$ cat src/hw/rtl/complex_mean_product_accumulator_unit_assert.svh
// assertion macros for the mean product accumulator
// expects clk_i and rst_ni in the scope of the module that uses them
`ifndef COMPLEX_MEAN_PRODUCT_ACCUMULATOR_UNIT_ASSERT_SVH
`define COMPLEX_MEAN_PRODUCT_ACCUMULATOR_UNIT_ASSERT_SVH
`ifndef ASSERT_OFF
`define CMPA_ASSERT(lbl, prop, msg) \
  lbl: assert property (@(posedge clk_i) disable iff (!rst_ni) (prop)) else $error(msg);
`define CMPA_ASSERT_IMP(lbl, ante, cons, msg) \
  lbl: assert property (@(posedge clk_i) disable iff (!rst_ni) (ante) |-> (cons)) \
    else $error(msg);
`define CMPA_ASSERT_NEXT(lbl, ante, cons, msg) \
  lbl: assert property (@(posedge clk_i) disable iff (!rst_ni) (ante) |=> (cons)) \
    else $error(msg);
`else
`define CMPA_ASSERT(lbl, prop, msg)
`define CMPA_ASSERT_IMP(lbl, ante, cons, msg)
`define CMPA_ASSERT_NEXT(lbl, ante, cons, msg)
`endif
`endif

$ cat src/hw/rtl/cmpa_pkg.sv
// widths, sequencer states and multiply step codes of the mean product accumulator
// no dependencies
package cmpa_pkg;

  localparam int unsigned MAX_LEN  = 1024;
  localparam int unsigned DATA_W   = 16;
  localparam int unsigned PROD_W   = 2 * DATA_W;
  localparam int unsigned CNT_W    = $clog2(MAX_LEN + 1);
  localparam int unsigned MEAN_W   = PROD_W + 1;
  localparam int unsigned ACC_W    = MEAN_W + CNT_W;
  localparam int unsigned SAMPLE_W = 11;
  localparam int unsigned DCNT_W   = $clog2(ACC_W);

  typedef enum logic [2:0] {
    S_IDLE,
    S_MUL,
    S_ACC,
    S_DLOAD,
    S_DIV,
    S_OUT
  } state_e;

  typedef logic [1:0] step_t;

  localparam step_t STEP_RR = 2'd0;  // ar * br into real sum
  localparam step_t STEP_II = 2'd1;  // ai * bi into real sum
  localparam step_t STEP_IR = 2'd2;  // ai * br into imaginary sum
  localparam step_t STEP_RI = 2'd3;  // ar * bi into imaginary sum

endpackage

$ cat src/hw/rtl/complex_mean_product_accumulator_unit.sv
// Mean complex product accumulator. Input beats carry a sample pair (a, b) and a last
// flag; each pair's product a*b, or a*conj(b) when conjugate mode is set (reset value 1),
// is added to wide real and imaginary sums. The beat marked last closes the series and
// produces one output beat: both sums divided by the pair count, truncated toward zero,
// with the count and an overflow flag. Pairs beyond MAX_LEN are dropped and flagged.
// The user writes the configuration bit via cfg_we_i / cfg_wdata_i only while the block is
// idle; the block itself does not enforce this. One signed 16x16 multiplier is used four
// times per pair and a single adder folds the registered products into the sums: each pair
// runs through the multiply steps in S_MUL and the accumulate step in S_ACC, in_stall_o
// high until the block is idle again. A dropped pair is not multiplied and sets the overflow
// flag. On the last pair a shared restoring divider runs one quotient bit per cycle over
// ACC_W bits for each sum, real before imaginary, and S_OUT then loads the output beat.
// The output register holds a finished beat while out_stall_i is high and the block keeps
// taking pairs of the next series meanwhile; only the next result waits for it to drain.
// Reset clears the sums, the count, the overflow flag and any held output beat.
// Depends on cmpa_pkg and complex_mean_product_accumulator_unit_assert.svh.
`include "complex_mean_product_accumulator_unit_assert.svh"

module complex_mean_product_accumulator_unit (
  input  logic                                  clk_i,
  input  logic                                  rst_ni,
  input  logic                                  cfg_we_i,
  input  logic                                  cfg_wdata_i,
  input  logic                                  in_valid_i,
  output logic                                  in_stall_o,
  input  logic signed [cmpa_pkg::DATA_W-1:0]    a_re_i,
  input  logic signed [cmpa_pkg::DATA_W-1:0]    a_im_i,
  input  logic signed [cmpa_pkg::DATA_W-1:0]    b_re_i,
  input  logic signed [cmpa_pkg::DATA_W-1:0]    b_im_i,
  input  logic                                  last_i,
  output logic                                  out_valid_o,
  input  logic                                  out_stall_i,
  output logic signed [cmpa_pkg::MEAN_W-1:0]    mean_re_o,
  output logic signed [cmpa_pkg::MEAN_W-1:0]    mean_im_o,
  output logic        [cmpa_pkg::SAMPLE_W-1:0]  sample_count_o,
  output logic                                  overflow_o
);
  import cmpa_pkg::*;

  function automatic logic [MEAN_W-1:0] apply_sign(input logic [ACC_W-1:0] mag,
                                                   input logic neg, input logic zero);
    logic [ACC_W-1:0] val;
    val = neg ? (~mag + ACC_W'(1)) : mag;
    return zero ? '0 : val[MEAN_W-1:0];
  endfunction

  state_e state_q, state_d;
  logic   conj_q;

  logic signed [DATA_W-1:0] ar_q, ai_q, br_q, bi_q;
  logic                     last_q;

  step_t                    step_q, step_d;
  step_t                    pstep_q, pstep_d;
  logic                     pvld_q, pvld_d;
  logic signed [PROD_W-1:0] prod_q, prod_d;
  logic signed [DATA_W-1:0] mul_x, mul_y;

  logic signed [ACC_W-1:0]  sum_re_q, sum_re_d, sum_im_q, sum_im_d;
  logic signed [ACC_W-1:0]  acc_in, acc_ext, acc_res;
  logic                     acc_sub;
  logic [CNT_W-1:0]         cnt_q, cnt_d;
  logic                     ovf_q, ovf_d;

  logic                     div_im_q, div_im_d;
  logic                     neg_q, neg_d;
  logic [ACC_W-1:0]         num_q, num_d;
  logic [CNT_W-1:0]         rem_q, rem_d;
  logic [DCNT_W-1:0]        dcnt_q, dcnt_d;
  logic [MEAN_W-1:0]        qre_q, qre_d;
  logic signed [ACC_W-1:0]  div_sum;
  logic [CNT_W:0]           trial, diff;
  logic                     ge;
  logic [ACC_W-1:0]         quot;

  logic                     out_valid_q, out_valid_d;
  logic [MEAN_W-1:0]        mean_re_q, mean_re_d, mean_im_q, mean_im_d;
  logic [SAMPLE_W-1:0]      scount_q, scount_d;
  logic                     oflow_q, oflow_d;
  logic                     in_acc, out_free;

  assign in_stall_o  = (state_q != S_IDLE);
  assign in_acc      = in_valid_i && !in_stall_o;
  assign out_free    = !out_valid_q || !out_stall_i;

  // shared multiplier operand select
  assign mul_x = (step_q == STEP_II || step_q == STEP_IR) ? ai_q : ar_q;
  assign mul_y = step_q[0] ? bi_q : br_q;

  // shared accumulate adder
  assign acc_sub = (pstep_q == STEP_II && !conj_q) || (pstep_q == STEP_RI && conj_q);
  assign acc_in  = pstep_q[1] ? sum_im_q : sum_re_q;
  assign acc_ext = ACC_W'(prod_q);
  assign acc_res = acc_sub ? (acc_in - acc_ext) : (acc_in + acc_ext);

  // restoring divider step
  assign div_sum = div_im_q ? sum_im_q : sum_re_q;
  assign trial   = {rem_q, num_q[ACC_W-1]};
  assign diff    = trial - {1'b0, cnt_q};
  assign ge      = (trial >= {1'b0, cnt_q});
  assign quot    = {num_q[ACC_W-2:0], ge};

  always_comb begin
    state_d     = state_q;
    step_d      = step_q;
    pstep_d     = step_q;
    pvld_d      = 1'b0;
    prod_d      = mul_x * mul_y;
    sum_re_d    = sum_re_q;
    sum_im_d    = sum_im_q;
    cnt_d       = cnt_q;
    ovf_d       = ovf_q;
    div_im_d    = div_im_q;
    neg_d       = neg_q;
    num_d       = num_q;
    rem_d       = rem_q;
    dcnt_d      = dcnt_q;
    qre_d       = qre_q;
    out_valid_d = out_valid_q && out_stall_i;
    mean_re_d   = mean_re_q;
    mean_im_d   = mean_im_q;
    scount_d    = scount_q;
    oflow_d     = oflow_q;

    if (pvld_q) begin
      if (pstep_q[1]) begin
        sum_im_d = acc_res;
      end else begin
        sum_re_d = acc_res;
      end
    end

    case (state_q)
      S_IDLE: begin
        if (in_valid_i) begin
          div_im_d = 1'b0;
          if (cnt_q < CNT_W'(MAX_LEN)) begin
            step_d  = STEP_RR;
            state_d = S_MUL;
          end else begin
            ovf_d   = 1'b1;
            state_d = last_i ? S_DLOAD : S_IDLE;
          end
        end
      end
      S_MUL: begin
        pvld_d = 1'b1;
        step_d = step_q + step_t'(1);
        if (step_q == STEP_RI) begin
          state_d = S_ACC;
        end
      end
      S_ACC: begin
        cnt_d    = cnt_q + CNT_W'(1);
        div_im_d = 1'b0;
        state_d  = last_q ? S_DLOAD : S_IDLE;
      end
      S_DLOAD: begin
        neg_d   = div_sum[ACC_W-1];
        num_d   = div_sum[ACC_W-1] ? (~div_sum + ACC_W'(1)) : div_sum;
        rem_d   = '0;
        dcnt_d  = '0;
        state_d = S_DIV;
      end
      S_DIV: begin
        num_d  = quot;
        rem_d  = ge ? diff[CNT_W-1:0] : trial[CNT_W-1:0];
        dcnt_d = dcnt_q + DCNT_W'(1);
        if (dcnt_q == DCNT_W'(ACC_W - 1)) begin
          if (!div_im_q) begin
            qre_d    = apply_sign(quot, neg_q, cnt_q == '0);
            div_im_d = 1'b1;
            state_d  = S_DLOAD;
          end else begin
            state_d  = S_OUT;
          end
        end
      end
      S_OUT: begin
        // wait for the output register to drain before loading the result
        if (out_free) begin
          mean_re_d   = qre_q;
          mean_im_d   = apply_sign(num_q, neg_q, cnt_q == '0);
          scount_d    = SAMPLE_W'(cnt_q);
          oflow_d     = ovf_q;
          out_valid_d = 1'b1;
          sum_re_d    = '0;
          sum_im_d    = '0;
          cnt_d       = '0;
          ovf_d       = 1'b0;
          state_d     = S_IDLE;
        end
      end
      default: begin
        state_d = S_IDLE;
      end
    endcase
  end

  always_ff @(posedge clk_i or negedge rst_ni) begin
    if (!rst_ni) begin
      state_q     <= S_IDLE;
      conj_q      <= 1'b1;
      step_q      <= STEP_RR;
      pstep_q     <= STEP_RR;
      pvld_q      <= 1'b0;
      sum_re_q    <= '0;
      sum_im_q    <= '0;
      cnt_q       <= '0;
      ovf_q       <= 1'b0;
      div_im_q    <= 1'b0;
      dcnt_q      <= '0;
      out_valid_q <= 1'b0;
    end else begin
      state_q     <= state_d;
      if (cfg_we_i) begin
        conj_q <= cfg_wdata_i;
      end
      step_q      <= step_d;
      pstep_q     <= pstep_d;
      pvld_q      <= pvld_d;
      sum_re_q    <= sum_re_d;
      sum_im_q    <= sum_im_d;
      cnt_q       <= cnt_d;
      ovf_q       <= ovf_d;
      div_im_q    <= div_im_d;
      dcnt_q      <= dcnt_d;
      out_valid_q <= out_valid_d;
    end
  end

  // payload registers, no reset
  always_ff @(posedge clk_i) begin
    if (in_acc) begin
      ar_q   <= a_re_i;
      ai_q   <= a_im_i;
      br_q   <= b_re_i;
      bi_q   <= b_im_i;
      last_q <= last_i;
    end
    prod_q    <= prod_d;
    neg_q     <= neg_d;
    num_q     <= num_d;
    rem_q     <= rem_d;
    qre_q     <= qre_d;
    mean_re_q <= mean_re_d;
    mean_im_q <= mean_im_d;
    scount_q  <= scount_d;
    oflow_q   <= oflow_d;
  end

  assign out_valid_o    = out_valid_q;
  assign mean_re_o      = mean_re_q;
  assign mean_im_o      = mean_im_q;
  assign sample_count_o = scount_q;
  assign overflow_o     = oflow_q;

  `CMPA_ASSERT(a_cnt_range, cnt_q <= CNT_W'(MAX_LEN), "pair count above maximum")
  `CMPA_ASSERT_IMP(a_prod_stage, pvld_q, state_q == S_MUL || state_q == S_ACC, "stray product")
  `CMPA_ASSERT_IMP(a_div_nonzero, state_q == S_DIV, cnt_q != '0, "divide by zero count")
  `CMPA_ASSERT_NEXT(a_out_load, state_q == S_OUT && out_free, out_valid_q && cnt_q == '0 && !ovf_q && state_q == S_IDLE, "result load did not clear series")
  `CMPA_ASSERT_IMP(a_ovf_full, out_valid_q && oflow_q, scount_q == SAMPLE_W'(MAX_LEN), "overflow without full count")

endmodule

$ cat config.mk
export PLATFORM = sky130hd
export DESIGN_NAME = complex_mean_product_accumulator_unit
export DESIGN_NICKNAME = d
export VERILOG_FILES = /design/src/hw/rtl/cmpa_pkg.sv /design/src/hw/rtl/complex_mean_product_accumulator_unit.sv
export VERILOG_INCLUDE_DIRS = /design/src /design/src/hw/rtl
export SDC_FILE = /design/constraint.sdc
export NUM_CORES = 2
export LEC_CHECK = 0
export BUFFER_PORTS_ARGS = -buffer_cell sky130_fd_sc_hd__clkbuf_2
export CORE_MARGIN = 2
export CORE_UTILIZATION = 63
export CTS_CLUSTER_DIAMETER = 150
export DETAILED_ROUTE_END_ITERATION = 10
export PLACE_DENSITY_LB_ADDON = 0.08
export SYNTH_ARGS = -nofsm -noshare
export SYNTH_HDL_FRONTEND = slang
export SYNTH_SLANG_ARGS = --single-unit
$ cat constraint.sdc
create_clock -name clk_i -period 8.3 [get_ports clk_i]
set_clock_uncertainty 0.2 [all_clocks]
set_input_delay 1.245 -clock clk_i [delete_from_list [all_inputs] [get_ports clk_i]]
set_output_delay 1.245 -clock clk_i [all_outputs]
set_load 0.03 [all_outputs]
==> impl_results.md <==
* DP Wirelength at slightly below 60 mm
* Fin. max-slew vios at 0
* Register area at 10540 sq um
* Worst Path Arrival at between 7 and 8 ns
* Hold Crit Class: register to register
* Post-CTS sizing at 0
* CP max stage cell: a2111oi_2
* Synth Instances at 3152
* PortBufs at 150
* Core area at roughly 48000 sq um
* Fmax at 0.1286 GHz
* Largest family of logic cells by synthesized area: adder cells
* Adder-cell share of the synthesized area at 0.2320
* CTS root buffer: clkbuf_16
* Pre-Repair DR Iteration Count at 5
* Die H at 224.2 um
* First-pass GRT wire length at 121.6 mm
* Mux cell area share after synthesis at 0.05419
* Total Wirelength at 75.61 mm
* Buf+Inv Stages, Crit Path at 6
* Clock latency on the worst-skew pair at 0.59 ns
* Yosys reg bits at 381
* Ys Warns at 0
* Fillers at 3697
* Total grt overflow at 0
* WS Path Type: register to register
* Max transition margin at 0.2813
* Most frequent cell after synthesis: nand2_1
* Post-synth ARST share at 0.3071
* Largest net degree at the start of global routing at 102
* Synth top area share at 0.2281
* Global Route Usage Sum at 0.3069
* CTS tree: yes
* Post-CTS Repair Setup Buffers at 0
* CTS clk-pin slew, worst paths at 0.06 ns
* Post-synth top area cell: edfxtp_1
* Startpoint types: register
* Starting Density at 0.6384
* Post-synth top flop: edfxtp_1
* Slew @ Worst Pin at 1.070 ns
* Critical Path RT at ~8.5 ns
* Tcrit/Tclk final at 0.9368
* Post-synthesis compound-gate area fraction at 0.1021
* Die ar. at 50260 sq um
* Crit end category: register
* GP Congestion at between 0.9 and 1
* Crit-path max FO at 32
* Worst path top cell family by delay: adder cells
* # hold bufs at CTS at 0
* Commonest cells post-synth: 407 x nand2_1, 373 x inv_1, 335 x nor2_1
* CP peak stage delay at 0.56 ns
* Min Tclk post-route at 7.775 ns
* Register area share after synthesis at 0.3449
* Layout area overhead at 9.425%
* WL/cell at a little under 20 um
* Fin nets at 3748
* Critical path's most frequent cell: fa_1
* Initial antenna violation count at 0
* Setup TNS at 0 ns
* Xor/xnor share of the synthesized area at 0.06365
* N_diodes at 0
* Via density at 5.803
* Post-Syn Area per Cell at 9.691 sq um
* Number of synthesized flops with an enable pin at 232
* Max-cap violations at 0
* Via Count at 22.72k
* Synth Cell Area at approximately 31000 sq um
* Clock sink count at about 380
* Drt drc at 0
* Outcome: complete, no violations
* Io pins at approximately 150
* Vias in the first global route at approximately 23k
* H-tree depth at 2
* Num rows at 80
* Count of final hold-check violations at 0
* Multi-input combinational cell area at roughly 18000 sq um
* Max clock buf depth at 3
* Cell variety after synth at 81
* Synth Area in Simple Gates at 0.1408
* Top cells by area, synth: edfxtp_1 23%, fa_1 17%, dfrtp_1 9.5%
* Final setup fails at 0
* Die width at between 200 and 250 um
* Num CTS Buffers at between 40 and 50
* ANT nets after route at 0
* DRT iter0 DRCs at 1444
* Share of post-route cells with drive strength above 1 at 0.1194
* RSZ-0062 raised after global routing: no
* Syn_nets at ~3.6k
stage by stage:
stage / instance area [sq um] / setup slack [ns] / util / hold slack [ns] / std cells
after floorplan: 30550 / 0.6993 / - / 0.1781 / 3152
after global placement: 31980 / 0.8460 / 0.6684 / 0.1839 / 3840
final: 33420 / 0.5245 / 0.6986 / 0.2158 / 3916
after CTS: 33420 / 0.5330 / 0.6986 / 0.2187 / 3916
after detailed placement: 31980 / 0.5918 / 0.6684 / 0.2045 / 3840
after global routing: 33420 / 0.1931 / 0.6986 / 0.2260 / 3916
cell families after synthesis:
group           Yosys count
simple gates            977
compound gates          511
buf+inv                 498
fa+ha+maj               408
flops                   381
xor+xnor                222
mux                     155
area by class of cell:
class / instances / area share
Sequential cell: 381 / 0.3154
Tap cell: 615 / 0.02302
Clock inverter: 28 / 0.01041
Inverter: 374 / 0.04215
Timing Repair Buffer: 197 / 0.03347
Clock buffer: 48 / 0.03275
Multi-Input combinational cell: 2273 / 0.5428
sequential cells by signal, summed over array words and instances, names as in the netlist, 2 cells and up:
register / count
ar_q: 16
sample_count_o: 11
mean_re_o: 33
num_q: 44
cnt_q: 11
state_q: 3
br_q: 16
dcnt_q: 6
rem_q: 11
sum_re_q: 44
pstep_d: 2
qre_q: 33
ai_q: 16
mean_im_o: 33
bi_q: 16
sum_im_q: 44
pstep_q: 2
prod_q: 32
final timing paths:
| path | start | end | slack [ns] | depth (start not counted) |
|---|---|---|---|---|
| max | pstep_d[1]$_DFFE_PN0P_ | prod_q[31]$_DFF_P_ | 0.52 | 25 |
| max reg2reg | pstep_d[1]$_DFFE_PN0P_ | prod_q[31]$_DFF_P_ | 0.52 | 25 |
| max in group asynchronous | rst_ni | sum_im_q[26]$_DFF_PN0_ | 5.90 | 2 |
| min in group asynchronous | rst_ni | cnt_q[8]$_DFFE_PN0P_ | 0.47 | 1 |
| min reg2reg | qre_q[8]$_SDFFCE_PN0P_ | mean_re_o[8]$_DFFE_PP_ | 0.22 | 0 |
| min | qre_q[8]$_SDFFCE_PN0P_ | mean_re_o[8]$_DFFE_PP_ | 0.22 | 0 |
per-layer routing:
layer	track usage	part of all wire
met5	0	0
met4	0.1211	0.041
met3	0.02807	0.045
met2	0.5413	0.50
met1	0.3929	0.41
worst register-to-register path: stages, from the launching register on:
cell	delay, ns
dfrtp_1	0.41
ha_1	0.35
buf_12	0.23
mux2i_1	0.22
buf_4	0.20
nor2_1	0.08
fa_1	0.54
inv_1	0.06
fa_1	0.53
inv_1	0.05
ha_1	0.21
fa_1	0.54
inv_1	0.05
fa_1	0.47
fa_1	0.54
inv_1	0.04
ha_1	0.36
and3_1	0.22
a2111oi_2	0.56
a21oi_1	0.25
and3_1	0.24
o21ai_0	0.43
a31oi_1	0.19
a211oi_1	0.37
a21oi_1	0.13
xnor2_1	0.15
placed cells by master (no fill, tap or decap), types with 11 or more instances in the layout:
| cell | netlist | layout |
|---|---|---|
| nand4_1 | 20 | 20 |
| o21bai_1 | 12 | 12 |
| o21ai_1 | 15 | 15 |
| nand2_1 | 407 | 405 |
| a21oi_1 | 182 | 182 |
| edfxtp_1 | 232 | 232 |
| o21ai_0 | 129 | 129 |
| xnor2_1 | 135 | 135 |
| xor2_1 | 87 | 87 |
| nand2b_1 | 29 | 28 |
| nor3_1 | 29 | 29 |
| dfxtp_1 | 32 | 32 |
| a21o_1 | 42 | 42 |
| or3_1 | 21 | 21 |
| or2_2 | 16 | 16 |
| fa_1 | 264 | 264 |
| and2_1 | 11 | 11 |
| nor2_1 | 335 | 333 |
| and3_1 | 14 | 14 |
| mux2_2 | 79 | 79 |
| dfrtp_1 | 116 | 114 |
| inv_1 | 373 | 373 |
| nand3_1 | 31 | 31 |
| buf_4 | 0 | 47 |
| o31ai_1 | 20 | 20 |
| clkbuf_2 | 1 | 149 |
| a211oi_1 | 26 | 26 |
| ha_1 | 144 | 144 |
| a31oi_1 | 15 | 15 |
| mux2i_1 | 74 | 74 |
| nor2b_1 | 20 | 19 |
| clkbuf_16 | 0 | 43 |
Power is left out: the tool's default activity adds up to more than one toggle a clock period on the data nets, which glitch-free logic cannot reach.
